[src/rtl/lpps_pkg.sv]
// lpps_pkg: shared types, constants and phase table for the led pattern phase sequencer
`default_nettype none
package lpps_pkg;

  localparam int unsigned TimeBitsDefault = 32;
  localparam int unsigned NowBits         = 32;
  localparam int unsigned DurBits         = 10;
  localparam int unsigned RomDepth        = 12;
  localparam int unsigned RomIdxBits      = 4;
  localparam int unsigned PosBits         = 4;
  localparam int unsigned PhaseBits       = 3;
  localparam int unsigned InDataBits      = 40;
  localparam int unsigned OutDataBits     = 24;

  typedef enum logic [1:0] {
    EFF_STATIC = 2'd0,
    EFF_FLASH  = 2'd1,
    EFF_PULSE  = 2'd2
  } effect_e;

  typedef enum logic [1:0] {
    PAT_LOCKED  = 2'd0,
    PAT_GRANTED = 2'd1,
    PAT_DENIED  = 2'd2,
    PAT_LOCKOUT = 2'd3
  } pattern_e;

  typedef enum logic {
    KIND_SELECT = 1'b0,
    KIND_UPDATE = 1'b1
  } kind_e;

  typedef struct packed {
    logic               led_on;
    logic [1:0]         effect;
    logic [7:0]         interval_ms;
    logic [3:0]         repeats;
    logic [DurBits-1:0] dur;
  } phase_entry_t;

  typedef struct packed {
    logic [PhaseBits-1:0] phase_number;
    logic [3:0]           repeats;
    logic [7:0]           interval_ms;
    logic [1:0]           effect;
    logic                 led_on;
  } led_cmd_t;

  function automatic phase_entry_t phase_rom(input logic [RomIdxBits-1:0] idx);
    phase_entry_t e;
    e = '{1'b0, EFF_PULSE, 8'd100, 4'd1, 10'd220};
    unique case (idx)
      4'd0:  e = '{1'b0, EFF_STATIC, 8'd0,   4'd0, 10'd0};
      4'd1:  e = '{1'b0, EFF_FLASH,  8'd55,  4'd7, 10'd770};
      4'd2:  e = '{1'b0, EFF_PULSE,  8'd100, 4'd1, 10'd220};
      4'd3:  e = '{1'b0, EFF_PULSE,  8'd100, 4'd1, 10'd220};
      4'd4:  e = '{1'b0, EFF_PULSE,  8'd100, 4'd1, 10'd220};
      4'd5:  e = '{1'b0, EFF_PULSE,  8'd100, 4'd1, 10'd210};
      4'd6:  e = '{1'b0, EFF_PULSE,  8'd100, 4'd1, 10'd200};
      4'd7:  e = '{1'b0, EFF_PULSE,  8'd100, 4'd1, 10'd190};
      4'd8:  e = '{1'b0, EFF_PULSE,  8'd100, 4'd1, 10'd190};
      4'd9:  e = '{1'b0, EFF_PULSE,  8'd100, 4'd1, 10'd170};
      4'd10: e = '{1'b0, EFF_PULSE,  8'd100, 4'd1, 10'd160};
      4'd11: e = '{1'b1, EFF_STATIC, 8'd100, 4'd1, 10'd0};
      default: e = '{1'b0, EFF_STATIC, 8'd0, 4'd0, 10'd0};
    endcase
    return e;
  endfunction

  function automatic logic [RomIdxBits-1:0] pattern_base(input pattern_e pat);
    logic [RomIdxBits-1:0] b;
    unique case (pat)
      PAT_LOCKED:  b = 4'd0;
      PAT_GRANTED: b = 4'd1;
      PAT_DENIED:  b = 4'd2;
      PAT_LOCKOUT: b = 4'd4;
      default:     b = 4'd0;
    endcase
    return b;
  endfunction

  function automatic logic [PosBits-1:0] pattern_len(input pattern_e pat);
    logic [PosBits-1:0] l;
    unique case (pat)
      PAT_LOCKED:  l = 4'd1;
      PAT_GRANTED: l = 4'd1;
      PAT_DENIED:  l = 4'd2;
      PAT_LOCKOUT: l = 4'd8;
      default:     l = 4'd1;
    endcase
    return l;
  endfunction

endpackage
`default_nettype wire

[src/rtl/lpps_step.sv]
// lpps_step: next phase state and led command for one word
`default_nettype none
module lpps_step import lpps_pkg::*; #(
  parameter int unsigned TimeBits = TimeBitsDefault
) (
  input  wire logic                 kind_i,
  input  wire logic [1:0]           indication_i,
  input  wire logic [NowBits-1:0]   now_ms_i,
  input  wire pattern_e             pat_i,
  input  wire logic [PosBits-1:0]   pos_i,
  input  wire logic [TimeBits-1:0]  start_i,
  output pattern_e                  pat_o,
  output logic      [PosBits-1:0]   pos_o,
  output logic      [TimeBits-1:0]  start_o,
  output logic                      emit_o,
  output led_cmd_t                  cmd_o
);

  logic [63:0]           now_wide;
  logic [TimeBits-1:0]   now_t;
  logic [TimeBits-1:0]   elapsed;
  logic [TimeBits-1:0]   dur_t;
  logic [PosBits-1:0]    len;
  logic [PosBits-1:0]    pos_inc;
  logic [RomIdxBits-1:0] cur_idx;
  logic [RomIdxBits-1:0] emit_idx;
  logic [PhaseBits-1:0]  emit_phase;
  phase_entry_t          cur;
  phase_entry_t          nxt;
  logic                  pending;
  logic                  due;

  assign now_wide = {{(64-NowBits){1'b0}}, now_ms_i};
  assign now_t    = now_wide[TimeBits-1:0];

  assign len      = pattern_len(pat_i);
  assign pending  = pos_i < len;
  assign cur_idx  = pattern_base(pat_i) + {1'b0, pos_i[PhaseBits-1:0]};
  assign cur      = phase_rom(cur_idx);
  assign dur_t    = {{(TimeBits-DurBits){1'b0}}, cur.dur};
  assign elapsed  = now_t - start_i;
  assign due      = pending && ((cur.dur == '0) || (elapsed >= dur_t));
  assign pos_inc  = pos_i + 4'd1;

  always_comb begin
    pat_o      = pat_i;
    pos_o      = pos_i;
    start_o    = start_i;
    emit_o     = 1'b0;
    emit_idx   = pattern_base(pat_i) + {1'b0, pos_inc[PhaseBits-1:0]};
    emit_phase = pos_inc[PhaseBits-1:0];
    if (kind_i == KIND_SELECT) begin
      pat_o      = pattern_e'(indication_i);
      pos_o      = '0;
      start_o    = now_t;
      emit_o     = 1'b1;
      emit_idx   = pattern_base(pattern_e'(indication_i));
      emit_phase = '0;
    end else if (due) begin
      pos_o   = pos_inc;
      start_o = start_i + dur_t;
      emit_o  = pos_inc < len;
    end
  end

  assign nxt = phase_rom(emit_idx);

  always_comb begin
    cmd_o.led_on       = nxt.led_on;
    cmd_o.effect       = nxt.effect;
    cmd_o.interval_ms  = nxt.interval_ms;
    cmd_o.repeats      = nxt.repeats;
    cmd_o.phase_number = emit_phase;
  end

endmodule
`default_nettype wire

[src/rtl/led_pattern_phase_sequencer.sv]
// led_pattern_phase_sequencer: top level, phase state and output register
//
// channel  dir  tdata                                   tuser
// s_axis   in   indication[1:0] now_ms[33:2] pad to 40  kind
// m_axis   out  led_on[0] effect[2:1] interval_ms[10:3]  -
//               repeats[14:11] phase_number[17:15] pad to 24
//
// one word per cycle while s_axis is not stalled; a word's command appears on m_axis the cycle after acceptance
// phase rom read, wrap-safe elapsed subtract and compare sit between state and output register
// s_axis stalls only while a command waits and m_axis_tready is low
// after reset the locked pattern sits at phase 0 with start time 0, nothing pending on m_axis
`default_nettype none
module led_pattern_phase_sequencer import lpps_pkg::*; #(
  parameter int unsigned TimeBits = TimeBitsDefault
) (
  input  wire logic                   clk_i,
  input  wire logic                   rst_ni,
  input  wire logic                   s_axis_tvalid,
  output logic                        s_axis_tready,
  input  wire logic [InDataBits-1:0]  s_axis_tdata,   // indication, now_ms, zero pad
  input  wire logic                   s_axis_tuser,   // kind
  output logic                        m_axis_tvalid,
  input  wire logic                   m_axis_tready,
  output logic      [OutDataBits-1:0] m_axis_tdata    // led_on, effect, interval_ms,
                                                      // repeats, phase_number, zero pad
);

  pattern_e              pat_q, pat_d;
  logic [PosBits-1:0]    pos_q, pos_d;
  logic [TimeBits-1:0]   start_q, start_d;
  logic                  out_valid_q;
  led_cmd_t              cmd_q, cmd_d;
  logic                  emit;
  logic                  accept;

  assign s_axis_tready = !out_valid_q || m_axis_tready;
  assign accept        = s_axis_tvalid && s_axis_tready;

  lpps_step #(
    .TimeBits(TimeBits)
  ) u_step (
    .kind_i      (s_axis_tuser),
    .indication_i(s_axis_tdata[1:0]),
    .now_ms_i    (s_axis_tdata[33:2]),
    .pat_i       (pat_q),
    .pos_i       (pos_q),
    .start_i     (start_q),
    .pat_o       (pat_d),
    .pos_o       (pos_d),
    .start_o     (start_d),
    .emit_o      (emit),
    .cmd_o       (cmd_d)
  );

  always_ff @(posedge clk_i or negedge rst_ni) begin
    if (!rst_ni) begin
      pat_q       <= PAT_LOCKED;
      pos_q       <= '0;
      start_q     <= '0;
      out_valid_q <= 1'b0;
    end else begin
      if (accept) begin
        pat_q       <= pat_d;
        pos_q       <= pos_d;
        start_q     <= start_d;
        out_valid_q <= emit;
      end else if (m_axis_tready) begin
        out_valid_q <= 1'b0;
      end
    end
  end

  always_ff @(posedge clk_i) begin
    if (accept && emit) begin
      cmd_q <= cmd_d;
    end
  end

  assign m_axis_tvalid = out_valid_q;
  assign m_axis_tdata  = {6'd0, cmd_q.phase_number, cmd_q.repeats, cmd_q.interval_ms,
                          cmd_q.effect, cmd_q.led_on};

endmodule
`default_nettype wire

[config.mk]
export PLATFORM = sky130hd
export DESIGN_NAME = led_pattern_phase_sequencer
export DESIGN_NICKNAME = d
export VERILOG_FILES = /design/src/rtl/lpps_pkg.sv /design/src/rtl/lpps_step.sv /design/src/rtl/led_pattern_phase_sequencer.sv
export SDC_FILE = /design/constraint.sdc
export NUM_CORES = 1
export LEC_CHECK = 0
export BUFFER_PORTS_ARGS = -buffer_cell sky130_fd_sc_hd__buf_2
export CAP_MARGIN = 25
export CORE_MARGIN = 1.5
export CORE_UTILIZATION = 62
export CTS_BUF_LIST = sky130_fd_sc_hd__clkbuf_4 sky130_fd_sc_hd__clkbuf_8
export DETAILED_ROUTE_END_ITERATION = 6
export PLACE_DENSITY = 0.84
export SLEW_MARGIN = 10
export SYNTH_ARGS = -nofsm -noshare
export SYNTH_HDL_FRONTEND = slang
export SYNTH_HIERARCHICAL = 1
export SYNTH_SLANG_ARGS = --single-unit
[constraint.sdc]
create_clock -name clk_i -period 7.9 [get_ports clk_i]
set_clock_uncertainty 0.15 [all_clocks]
set_input_delay 0.395 -clock clk_i [delete_from_list [all_inputs] [get_ports clk_i]]
set_output_delay 0.395 -clock clk_i [all_outputs]
set_load 0.05 [all_outputs]
==> results.sh, run 1 <==
export IMPL_crit_end="m_axis_tdata[17]$_DFFE_PP_"
export IMPL_ys_seq_elements=57
export IMPL_yosysWarnings=6
export IMPL_clkSinkCount=57
export IMPL_power_density_nw_per_um2=493
export IMPL_drt_iter0_drc=485
export IMPL_die_area_sq_um=11500
export IMPL_cp_depth=20
export IMPL_yosysSeqAreaShare=0.226
export IMPL_cts_made_buffers=9
export IMPL_layout_cells_non_filler=981
export IMPL_synth_distinct_cells=72
export IMPL_grt_pass1_wl_microns=29300
export IMPL_synth_flop_cell="dfrtp_1"
export IMPL_clk_pin_slew_ns=0.07
export IMPL_syn_avg_cell_area_sq_um=8.29
export IMPL_crit_path_start="pat_q[0]$_DFFE_PN0P_"
export IMPL_gp_congestion=0.988
export IMPL_fin_crit_sh=0.831
export IMPL_slowest_delay_ns=0.96
export IMPL_hp_start="s_axis_tvalid"
export IMPL_clock_path_buffers=2
export IMPL_design_area_sq_um=7200
export IMPL_violations="DRC"
export IMPL_ir_drop_mv=0.346
export IMPL_crit_type="flip-flop to flip-flop"
export IMPL_layout_area_seq_sq_um=1520
export IMPL_tightestPinTransition_ns=0.820
export IMPL_area_growth_pct=7.17
export IMPL_placedInstanceArea_sq_um=6940
export IMPL_coreArea_sq_um=10400
export IMPL_insertion_delay_ns=0.37
export IMPL_hold_viol_final=0
export IMPL_dr_pass1_iters=7
export IMPL_r2r_slack_ns=1.34
export IMPL_path_cells="nor2b_1 > ha_1 > fa_1 > nand2b_1 > o31a_1 > or2_2 > o22ai_1 > ha_1 > a21boi_0 > a21boi_0 > and4_4 > or4_4 > a2111oi_4 > o2111ai_2 > or4_1 > nand2_1 > o31ai_1 > nand2_1 > nor2b_1 > buf_4"
export IMPL_synth_async_sr_flop_share=0.684
export IMPL_yosysTopAreaCellShare=0.145
export IMPL_status="finished with violations"
export IMPL_multi_input_area_sq_um=4680
export IMPL_num_fill_cells=835
export IMPL_r2r_end="m_axis_tdata[17]$_DFFE_PP_"
export IMPL_startpoint_type="flip-flop"
export IMPL_cts_htree_levels=3
export IMPL_cpMaxStageDelayCell="or4_1"
export IMPL_synth_area_sq_um=6710
export IMPL_num_vias=6405
export IMPL_io_buffers=58
export IMPL_syn_inst=810
export IMPL_cts_repair_resized=0
export IMPL_drive_gt1_frac=0.166
export IMPL_fmax_ghz=0.152
export IMPL_finalSetupTns_ns=0
export IMPL_root_buffer="clkbuf_8"
export IMPL_crit_fanout=18
export IMPL_io_pins=71
export IMPL_slew_viol_final=0
export IMPL_synth_area_leaders="dfrtp_1 (15%), ha_1 (12%), edfxtp_1 (8.1%)"
export IMPL_fin_crit_ns=6.56
export IMPL_viasPerCell=6.53
export IMPL_nNetsFinal=953
export IMPL_grt_overflow=0
export IMPL_tritoncts="done"
export IMPL_r2r_start="pat_q[0]$_DFFE_PN0P_"
export IMPL_n_antenna_cell=0
export IMPL_worstPathArrival_ns=6.51
export IMPL_total_leakage_power_nw=3.31
export IMPL_dp_cells=963
export IMPL_wl_microns=17800
export IMPL_die_h_microns=107
export IMPL_ant_nets=0
export IMPL_hold_slack_ns=0.154
export IMPL_cap_violations=0
export IMPL_antenna_found_initial=0
export IMPL_crit_buf_inv=1
export IMPL_cp_top_family="simple AND/OR/NAND/NOR gates"
export IMPL_grt_pass1_vias=6193
export IMPL_initial_core_util=0.645
export IMPL_crit_required_ns=7.85
export IMPL_final_util=0.691
export IMPL_setup_viol=0
export IMPL_reg2reg_depth=20
export IMPL_dp_hpwl_microns=13200
export IMPL_synth_edf_count=18
export IMPL_hp_class="primary input to flip-flop"
export IMPL_grt_max_degree=70
export IMPL_rsz0062_at_grt="no"
export IMPL_yosys_area_top_type="dfrtp_1"
export IMPL_num_rows=37
export IMPL_maxSlewHeadroom=0.453
export IMPL_endpoint_kind="flip-flop"
export IMPL_drc_errors=4
export IMPL_grt_usage=0.319
export IMPL_die_x_microns=107
export IMPL_wire_per_inst_microns=18.1
[kinds of logic after synthesis]
| kind of cell | synth area share |
|---|---|
| mux | 0.0857 |
| buf+inv | 0.0814 |
| compound gates | 0.243 |
| xor+xnor | 0.0300 |
| fa+ha+maj | 0.130 |
| other cells | 0.00112 |
| simple gates | 0.203 |
| flops | 0.226 |
[per-layer routing]
metal  vias to the layer above  part of all wire  GRT usage
met2                       302              0.47      0.531
met1                      3005              0.44      0.412
li1                       3060                 -          -
met3                        38             0.065     0.0395
met4                         0             0.022      0.147
met5                         -                 0          0
[worst min path at each step]
stage                     slack, ns                         to  depth (start not counted)
final                          0.15  m_axis_tvalid$_DFFE_PN0P_                          3
after global routing           0.20  m_axis_tvalid$_DFFE_PN0P_                          3
after CTS                      0.04     start_q[0]$_DFFE_PN0P_                          1
after detailed placement       0.37    start_q[12]$_DFFE_PN0P_                          1
after global placement         0.37     start_q[0]$_DFFE_PN0P_                          1
after floorplan               -0.05  m_axis_tvalid$_DFFE_PN0P_                          0
[metrics by stage]
step | total power, mW | setup slack (ns)
5_1_grt | 3.84 | 0.944
6_report | 3.55 | 1.34
4_1_cts | 3.48 | 1.39
2_1_floorplan | 2.65 | 2.36
3_3_place_gp | 3.05 | 1.52
3_5_place_dp | 3.15 | 1.41
[flip-flops by register name, summed over array words and instances (netlist names)]
register	count
start_q	32
m_axis_tdata	18
pos_q	4
pat_q	2
m_axis_tvalid	1
[Yosys cell counts (4+ instances only)]
master / instances
dfrtp_1: 39
and3_1: 6
xnor2_1: 12
and2_1: 7
a21o_1: 24
or3_1: 11
a211o_1: 5
mux2i_1: 5
o21ai_0: 27
mux2_4: 20
nand2b_1: 12
o22ai_1: 4
buf_4: 17
o21a_1: 8
a31oi_1: 38
nand3b_1: 4
clkbuf_1: 28
a21oi_1: 54
nand3_1: 34
mux2_2: 20
buf_6: 7
nor2b_1: 10
nand4_1: 16
a211oi_1: 4
or4_1: 21
xor2_1: 11
o21ai_1: 9
or2_2: 5
nor2_1: 57
edfxtp_1: 18
a31o_2: 4
o211ai_1: 13
nand2_1: 53
inv_1: 59
ha_1: 65
nor3_1: 10
o31ai_1: 22
[layout by cell type (no fill, tap or decap), types with 6 or more instances in the layout]
cell type,instances
clkbuf_8,9
nand3_1,34
conb_1,9
xor2_1,11
nand4_1,16
dfrtp_1,39
edfxtp_1,18
buf_2,58
a21o_1,24
or4_1,21
o21ai_0,27
o31ai_1,22
nor2b_1,10
o21a_1,8
nand2b_1,12
o21ai_1,9
or3_1,11
xnor2_1,12
inv_1,59
nor3_1,10
ha_1,65
mux2_4,20
and2_1,7
a21oi_1,54
nor2_1,57
and3_1,6
mux2_2,20
o211ai_1,13
nand2_1,53
a31oi_1,38
[timing repair]
action | CTS | global route
endpoints found under the hold margin | 0 | 18
setup endpoints to repair | 0 | 0
buffers inserted | 0 | 0
hold buffers | 0 | 1
[worst min-delay path, delay by kind of cell]
family                 cells  cell delay (ns)
buffers and inverters      1             0.10
and+or+nand+nor            2             0.14
[report_power, final]
part,switching [mW],internal [mW]
registers,0.124,0.447
clock network,0.129,0.179
logic,1.58,1.09
total,1.84,1.71
[area by class of cell]
cell class,instances,share of cell area
well taps,136,0.0236
flip-flops and latches,57,0.211
repair buffers,66,0.0546
clock buffers,10,0.0183
multi-input cells,646,0.650
clock inverters,6,0.0115
inverters,60,0.0313
Power figures use the tool's default switching activity.
==> inputs of run 2 (changes only) <==
--- a/config.mk
+++ b/config.mk
@@ -8,10 +8,10 @@
 export BUFFER_PORTS_ARGS = -buffer_cell sky130_fd_sc_hd__buf_2
 export CAP_MARGIN = 25
 export CORE_MARGIN = 1.5
-export CORE_UTILIZATION = 62
+export CORE_UTILIZATION = 56
 export CTS_BUF_LIST = sky130_fd_sc_hd__clkbuf_4 sky130_fd_sc_hd__clkbuf_8
 export DETAILED_ROUTE_END_ITERATION = 6
-export PLACE_DENSITY = 0.84
+export PLACE_DENSITY = 0.81
 export SLEW_MARGIN = 10
 export SYNTH_ARGS = -nofsm -noshare
 export SYNTH_HDL_FRONTEND = slang
==> constraint.sdc (replaced) <==
create_clock -name clk_i -period 5.8 [get_ports clk_i]
set_clock_uncertainty 0.15 [all_clocks]
set_input_delay 0.29 -clock clk_i [delete_from_list [all_inputs] [get_ports clk_i]]
set_output_delay 0.29 -clock clk_i [all_outputs]
set_load 0.05 [all_outputs]
==> run 2 against run 1 <==
- core utilization decreased by 6.0 points
- clock power increased by 9.7%
- die area increased by 10%
- power increased by 32%
- the flow still finishes with violations (DRC)
- final area increased by 1.3%
- non-clock buffer count increased by 8
- clock-buffer cell count decreased by 1
- register-to-register slack got worse by 1.1 ns
- worst hold slack got worse by 0.13 ns
- fmax increased by 18%
- largest power group unchanged
- cell count increased by 1.5%
- combinational power increased by 34%
==> results.sh, run 2 (synthesis gave the netlist of run 1 again) <==
export IMPL_status="finished with violations"
export IMPL_violations="DRC"
export IMPL_io_buffers=58
export IMPL_hold_slack_ns=0.0289
export IMPL_cap_violations=0
export IMPL_mostFrequentLayoutCell="ha_1"
export IMPL_gp_congestion=0.957
export IMPL_fmax_ghz=0.180
export IMPL_layout_common_cells="ha_1 (65), inv_1 (59), buf_2 (58), nor2_1 (57), a21oi_1 (54)"
export IMPL_grt_usage=0.256
export IMPL_clock_path_buffers=2
export IMPL_cts_htree_levels=3
export IMPL_wl_microns=16200
export IMPL_setup_viol=0
export IMPL_cp_common_cell="ha_1"
export IMPL_slew_viol_final=0
export IMPL_largest_reg_flops=32
export IMPL_endpoint_kind="flip-flop"
export IMPL_dr_pass1_iters=7
export IMPL_num_vias=6209
export IMPL_die_x_microns=112
export IMPL_power_density_nw_per_um2=643
export IMPL_p_int_mw=2.28
export IMPL_switchingPower_mw=2.41
export IMPL_drive_gt1_frac=0.179
export IMPL_die_area_sq_um=12700
export IMPL_root_buffer="clkbuf_8"
export IMPL_viasPerCell=6.23
export IMPL_pwr_share_clk=0.072
export IMPL_num_fill_cells=1032
export IMPL_insertion_delay_ns=0.37
export IMPL_sw_frac_of_total=0.514
export IMPL_nNetsFinal=961
export IMPL_clk_pin_slew_ns=0.07
export IMPL_area_growth_pct=8.57
export IMPL_total_power_mw=4.69
export IMPL_seqPwrFrac=0.166
export IMPL_crit_fanout=9
export IMPL_hold_viol_final=0
export IMPL_io_pins=71
export IMPL_fin_crit_sh=0.958
export IMPL_grt_pass1_vias=5617
export IMPL_num_rows=39
export IMPL_path_cells="nor2b_2 > ha_1 > fa_1 > inv_1 > ha_1 > mux2i_1 > o311a_1 > o21a_1 > ha_1 > nand4_1 > nor2_1 > and4_4 > or4_4 > a2111oi_4 > o2111ai_2 > or4_4 > buf_4 > nand3_1 > a31oi_1 > mux2_4"
export IMPL_ir_drop_mv=0.361
export IMPL_crit_path_start="pat_q[0]$_DFFE_PN0P_"
export IMPL_drc_errors=4
export IMPL_cts_setup_buffers=0
export IMPL_maxSlewHeadroom=0.537
export IMPL_drt_iter0_drc=421
export IMPL_n_antenna_cell=0
export IMPL_tightestPinTransition_ns=0.690
export IMPL_startpoint_type="flip-flop"
export IMPL_grt_overflow=0
export IMPL_initial_core_util=0.581
export IMPL_tritoncts="done"
export IMPL_die_h_microns=112
export IMPL_slowest_delay_ns=0.60
export IMPL_worstPathArrival_ns=5.65
export IMPL_ant_nets=0
export IMPL_antenna_found_initial=0
export IMPL_dp_hpwl_microns=12200
export IMPL_cpMaxStageDelayCell="or4_4"
export IMPL_crit_type="flip-flop to flip-flop"
export IMPL_hp_start="s_axis_tvalid"
export IMPL_r2r_start="pat_q[0]$_DFFE_PN0P_"
export IMPL_cts_made_buffers=9
export IMPL_layout_cells_non_filler=996
export IMPL_total_leakage_power_nw=3.34
export IMPL_clkSinkCount=57
export IMPL_cp_top_family="simple AND/OR/NAND/NOR gates"
export IMPL_crit_required_ns=5.89
export IMPL_grt_max_degree=70
export IMPL_fin_crit_ns=5.55
export IMPL_pwr_share_comb=0.762
export IMPL_dp_cells=977
export IMPL_grt_pass1_wl_microns=26500
export IMPL_coreArea_sq_um=11600
export IMPL_wire_per_inst_microns=16.3
export IMPL_regMostFlops="start_q"
export IMPL_crit_buf_inv=2
export IMPL_hp_class="primary input to flip-flop"
-- run 2: what timing repair did --
action | CTS | global route
hold buffers | 1 | 0
hold endpoints to repair | 39 | 0
setup endpoints to repair | 0 | 53
gates resized for setup | 0 | 7
-- run 2: per-layer routing --
metal | part of all wire | GRT usage
met1 | 0.48 | 0.351
met2 | 0.45 | 0.419
met3 | 0.063 | 0.0443
met4 | 0.015 | 0.0717
met5 | 0 | 0
-- run 2: per-stage QoR --
| stage | utilization | instance area [sq um] | TNS [ns] | worst slack (ns) |
|---|---|---|---|---|
| floorplan | - | 6740 | 0 | 0.262 |
| global placement | 0.606 | 7000 | 0 | 0.201 |
| detailed placement | 0.607 | 7020 | 0 | 0.0759 |
| CTS | 0.623 | 7210 | 0 | 0.0505 |
| global route | 0.630 | 7290 | -0.0844 | -0.0264 |
| finish | 0.630 | 7290 | 0 | 0.246 |
-- run 2: worst register-to-register path: stages (launching register included) --
cell	delay (ns)
dfrtp_1	0.41
nor2b_2	0.17
ha_1	0.22
fa_1	0.47
inv_1	0.14
ha_1	0.21
mux2i_1	0.08
o311a_1	0.39
o21a_1	0.17
ha_1	0.30
nand4_1	0.09
nor2_1	0.06
and4_4	0.18
or4_4	0.55
a2111oi_4	0.34
o2111ai_2	0.21
or4_4	0.60
buf_4	0.20
nand3_1	0.09
a31oi_1	0.10
mux2_4	0.31
-- run 2: worst paths after layout --
path                       depth (start not counted)  slack, ns                         to
min reg2reg                                        2       0.40  m_axis_tvalid$_DFFE_PN0P_
min in group asynchronous                          2       0.27       pos_q[1]$_DFFE_PN0P_
max reg2reg                                       20       0.25    start_q[12]$_DFFE_PN0P_
max                                               20       0.25    start_q[12]$_DFFE_PN0P_
min                                                3       0.03  m_axis_tvalid$_DFFE_PN0P_
max in group asynchronous                          3       4.74    start_q[30]$_DFFE_PN0P_
-- run 2: layout make-up --
cell class                 count  area, sq um  area share
clock buffer                   9          124      0.0170
tap                          143          179      0.0245
timing repair buffer          74          488      0.0669
inverter                      60          225      0.0309
clock inverter                 7         53.8     0.00738
multi-input combinational    646         4700       0.645
sequential                    57         1520       0.208
-- run 2: power groups by stage --
stage               clock [mW]  sequential (mW)  combinational (mW)
floorplan                    0            0.906                2.70
CTS                      0.349            0.773                3.51
global placement             0            0.772                3.43
global route             0.367            0.804                3.99
finish                   0.339            0.776                3.57
detailed placement           0            0.776                3.49
==> inputs of run 3 (changes only) <==
--- a/config.mk
+++ b/config.mk
@@ -5,7 +5,7 @@
 export SDC_FILE = /design/constraint.sdc
 export NUM_CORES = 1
 export LEC_CHECK = 0
-export BUFFER_PORTS_ARGS = -buffer_cell sky130_fd_sc_hd__buf_2
+export BUFFER_PORTS_ARGS = -buffer_cell sky130_fd_sc_hd__clkbuf_2
 export CAP_MARGIN = 25
 export CORE_MARGIN = 1.5
 export CORE_UTILIZATION = 56
==> run 3 against run 2 <==
- flip-flop and latch count did not move
- power rose by 0.55%
- die area did not move
- the run still ends with DRC left
- core utilization rose by 0.076 points
==> results.sh, run 3 (synthesis gave the netlist of run 1 again) <==
export IMPL_viasPerCell=6.15
export IMPL_clock_path_buffers=2
export IMPL_reg2reg_depth=21
export IMPL_fin_crit_ns=5.55
export IMPL_status="finished with violations"
export IMPL_gp_congestion=0.948
export IMPL_endpoint_kind="flip-flop"
export IMPL_wl_microns=15800
export IMPL_drt_iter0_drc=501
export IMPL_io_buffers=58
export IMPL_crit_type="flip-flop to flip-flop"
export IMPL_violations="DRC"
export IMPL_ant_nets=0
export IMPL_grt_overflow=0
export IMPL_area_growth_pct=8.70
export IMPL_nNetsFinal=960
export IMPL_cts_made_buffers=9
export IMPL_p_int_mw=2.29
export IMPL_drc_errors=4
export IMPL_pwr_share_clk=0.073
export IMPL_hold_path_depth=3
export IMPL_antenna_found_initial=0
export IMPL_final_util=0.631
export IMPL_switchingPower_mw=2.42
export IMPL_tightestPinTransition_ns=0.662
export IMPL_num_vias=6124
export IMPL_hold_path_end="m_axis_tvalid$_DFFE_PN0P_"
export IMPL_clkSinkCount=57
export IMPL_largest_reg_flops=32
export IMPL_die_x_microns=112
export IMPL_hp_class="primary input to flip-flop"
export IMPL_startpoint_type="flip-flop"
export IMPL_cap_violations=0
export IMPL_grt_pass1_wl_microns=25800
export IMPL_layout_common_cells="ha_1 (65), inv_1 (59), clkbuf_2 (58), nor2_1 (57)"
export IMPL_sw_frac_of_total=0.514
export IMPL_ir_drop_mv=0.352
export IMPL_power_density_nw_per_um2=646
export IMPL_seqPwrFrac=0.164
export IMPL_drive_gt1_frac=0.177
export IMPL_num_rows=39
export IMPL_total_leakage_power_nw=3.35
export IMPL_fin_crit_sh=0.957
export IMPL_cts_htree_levels=3
export IMPL_finalSetupTns_ns=0
export IMPL_hp_start="s_axis_tvalid"
export IMPL_grt_usage=0.252
export IMPL_die_area_sq_um=12700
export IMPL_hold_viol_final=0
export IMPL_maxSlewHeadroom=0.556
export IMPL_r2r_start="start_q[1]$_DFFE_PN0P_"
export IMPL_coreArea_sq_um=11600
export IMPL_die_h_microns=112
export IMPL_worstPathArrival_ns=5.54
export IMPL_clk_pin_slew_ns=0.08
export IMPL_regMostFlops="start_q"
export IMPL_tritoncts="done"
export IMPL_grt_max_degree=70
export IMPL_slew_viol_final=0
export IMPL_r2r_slack_ns=0.25
export IMPL_root_buffer="clkbuf_8"
export IMPL_dp_hpwl_microns=12200
export IMPL_insertion_delay_ns=0.37
export IMPL_r2r_end="m_axis_tdata[0]$_DFFE_PP_"
export IMPL_initial_core_util=0.581
export IMPL_dr_pass1_iters=7
export IMPL_wire_per_inst_microns=15.9
export IMPL_io_pins=71
export IMPL_setup_viol=0
export IMPL_n_antenna_cell=0
export IMPL_mostFrequentLayoutCell="ha_1"
export IMPL_crit_required_ns=5.79
export IMPL_crit_fanout=18
export IMPL_grt_pass1_vias=5486
export IMPL_fmax_ghz=0.180
export IMPL_pwr_share_comb=0.762
[run 3: worst max-delay path by stage]
stage	slack [ns]	end	cells past startpoint	startpoint
6_report	0.25	m_axis_tdata[0]$_DFFE_PP_	21	start_q[1]$_DFFE_PN0P_
5_1_grt	-0.01	m_axis_tdata[16]$_DFFE_PP_	21	start_q[1]$_DFFE_PN0P_
4_1_cts	0.08	m_axis_tdata[12]$_DFFE_PP_	20	pat_q[0]$_DFFE_PN0P_
3_5_place_dp	0.1	m_axis_tdata[16]$_DFFE_PP_	20	pat_q[0]$_DFFE_PN0P_
3_3_place_gp	0.20	m_axis_tdata[16]$_DFFE_PP_	20	pat_q[0]$_DFFE_PN0P_
2_1_floorplan	0.26	m_axis_tdata[0]$_DFFE_PP_	22	pat_q[0]$_DFFE_PN0P_
[run 3: final cells by class]
cell class	count	area [sq um]
Clock buffer	9	124
Clock inverter	7	55.1
Fill cell	1014	4270
Inverter	60	225
Multi-Input combinational cell	646	4720
Sequential cell	57	1520
Tap cell	143	179
Timing Repair Buffer	73	483
[run 3: power by group through the flow]
stage	Sequential (mW)	Clock (mW)	Combinational, mW
6_report	0.775	0.345	3.59
3_3_place_gp	0.774	0	3.42
2_1_floorplan	0.906	0	2.70
5_1_grt	0.804	0.377	3.97
3_5_place_dp	0.780	0	3.49
4_1_cts	0.774	0.358	3.51
[run 3: per-layer routing]
layer | part of all wire | GRT usage | wire [microns] | vias up
met5 | 0 | 0 | 0 | -
met3 | 0.068 | 0.0502 | 1070 | 28
met1 | 0.48 | 0.348 | 7610 | 2823
met4 | 0.019 | 0.0970 | 306 | 0
met2 | 0.43 | 0.389 | 6800 | 195
li1 | - | - | - | 3078
[run 3: worst max-delay path: stages, from the launching register on]
cell       delay [ns]
dfrtp_1          0.44
inv_1            0.07
ha_1             0.26
nor2b_1          0.17
o31ai_4          0.33
a21oi_1          0.15
a21o_1           0.20
a21oi_1          0.19
xnor2_1          0.18
ha_1             0.31
a221o_1          0.32
a21oi_1          0.12
o221ai_1         0.13
or4_4            0.55
a2111oi_4        0.35
o2111ai_2        0.21
or4_4            0.60
nand2_1          0.12
o31ai_1          0.10
nand2_1          0.12
nor2b_1          0.07
buf_12           0.15
[run 3: stage by stage]
stage	area, sq um	total power, mW	cells	setup WS [ns]	hold WS [ns]
3_5_place_dp	7060	4.26	977	0.0992	0.168
2_1_floorplan	6740	3.60	817	0.262	-0.156
6_report	7300	4.71	995	0.249	0.0216
5_1_grt	7300	5.16	995	-0.0108	0.0339
3_3_place_gp	7010	4.20	975	0.198	0.373
4_1_cts	7250	4.64	994	0.0763	0.00375
[run 3: what timing repair did]
action | in CTS | in global routing
endpoints found under the setup margin | 0 | 53
hold buffers | 1 | 0
gates resized for setup | 0 | 8
buffers inserted | 0 | 1
hold endpoints to repair | 19 | 0
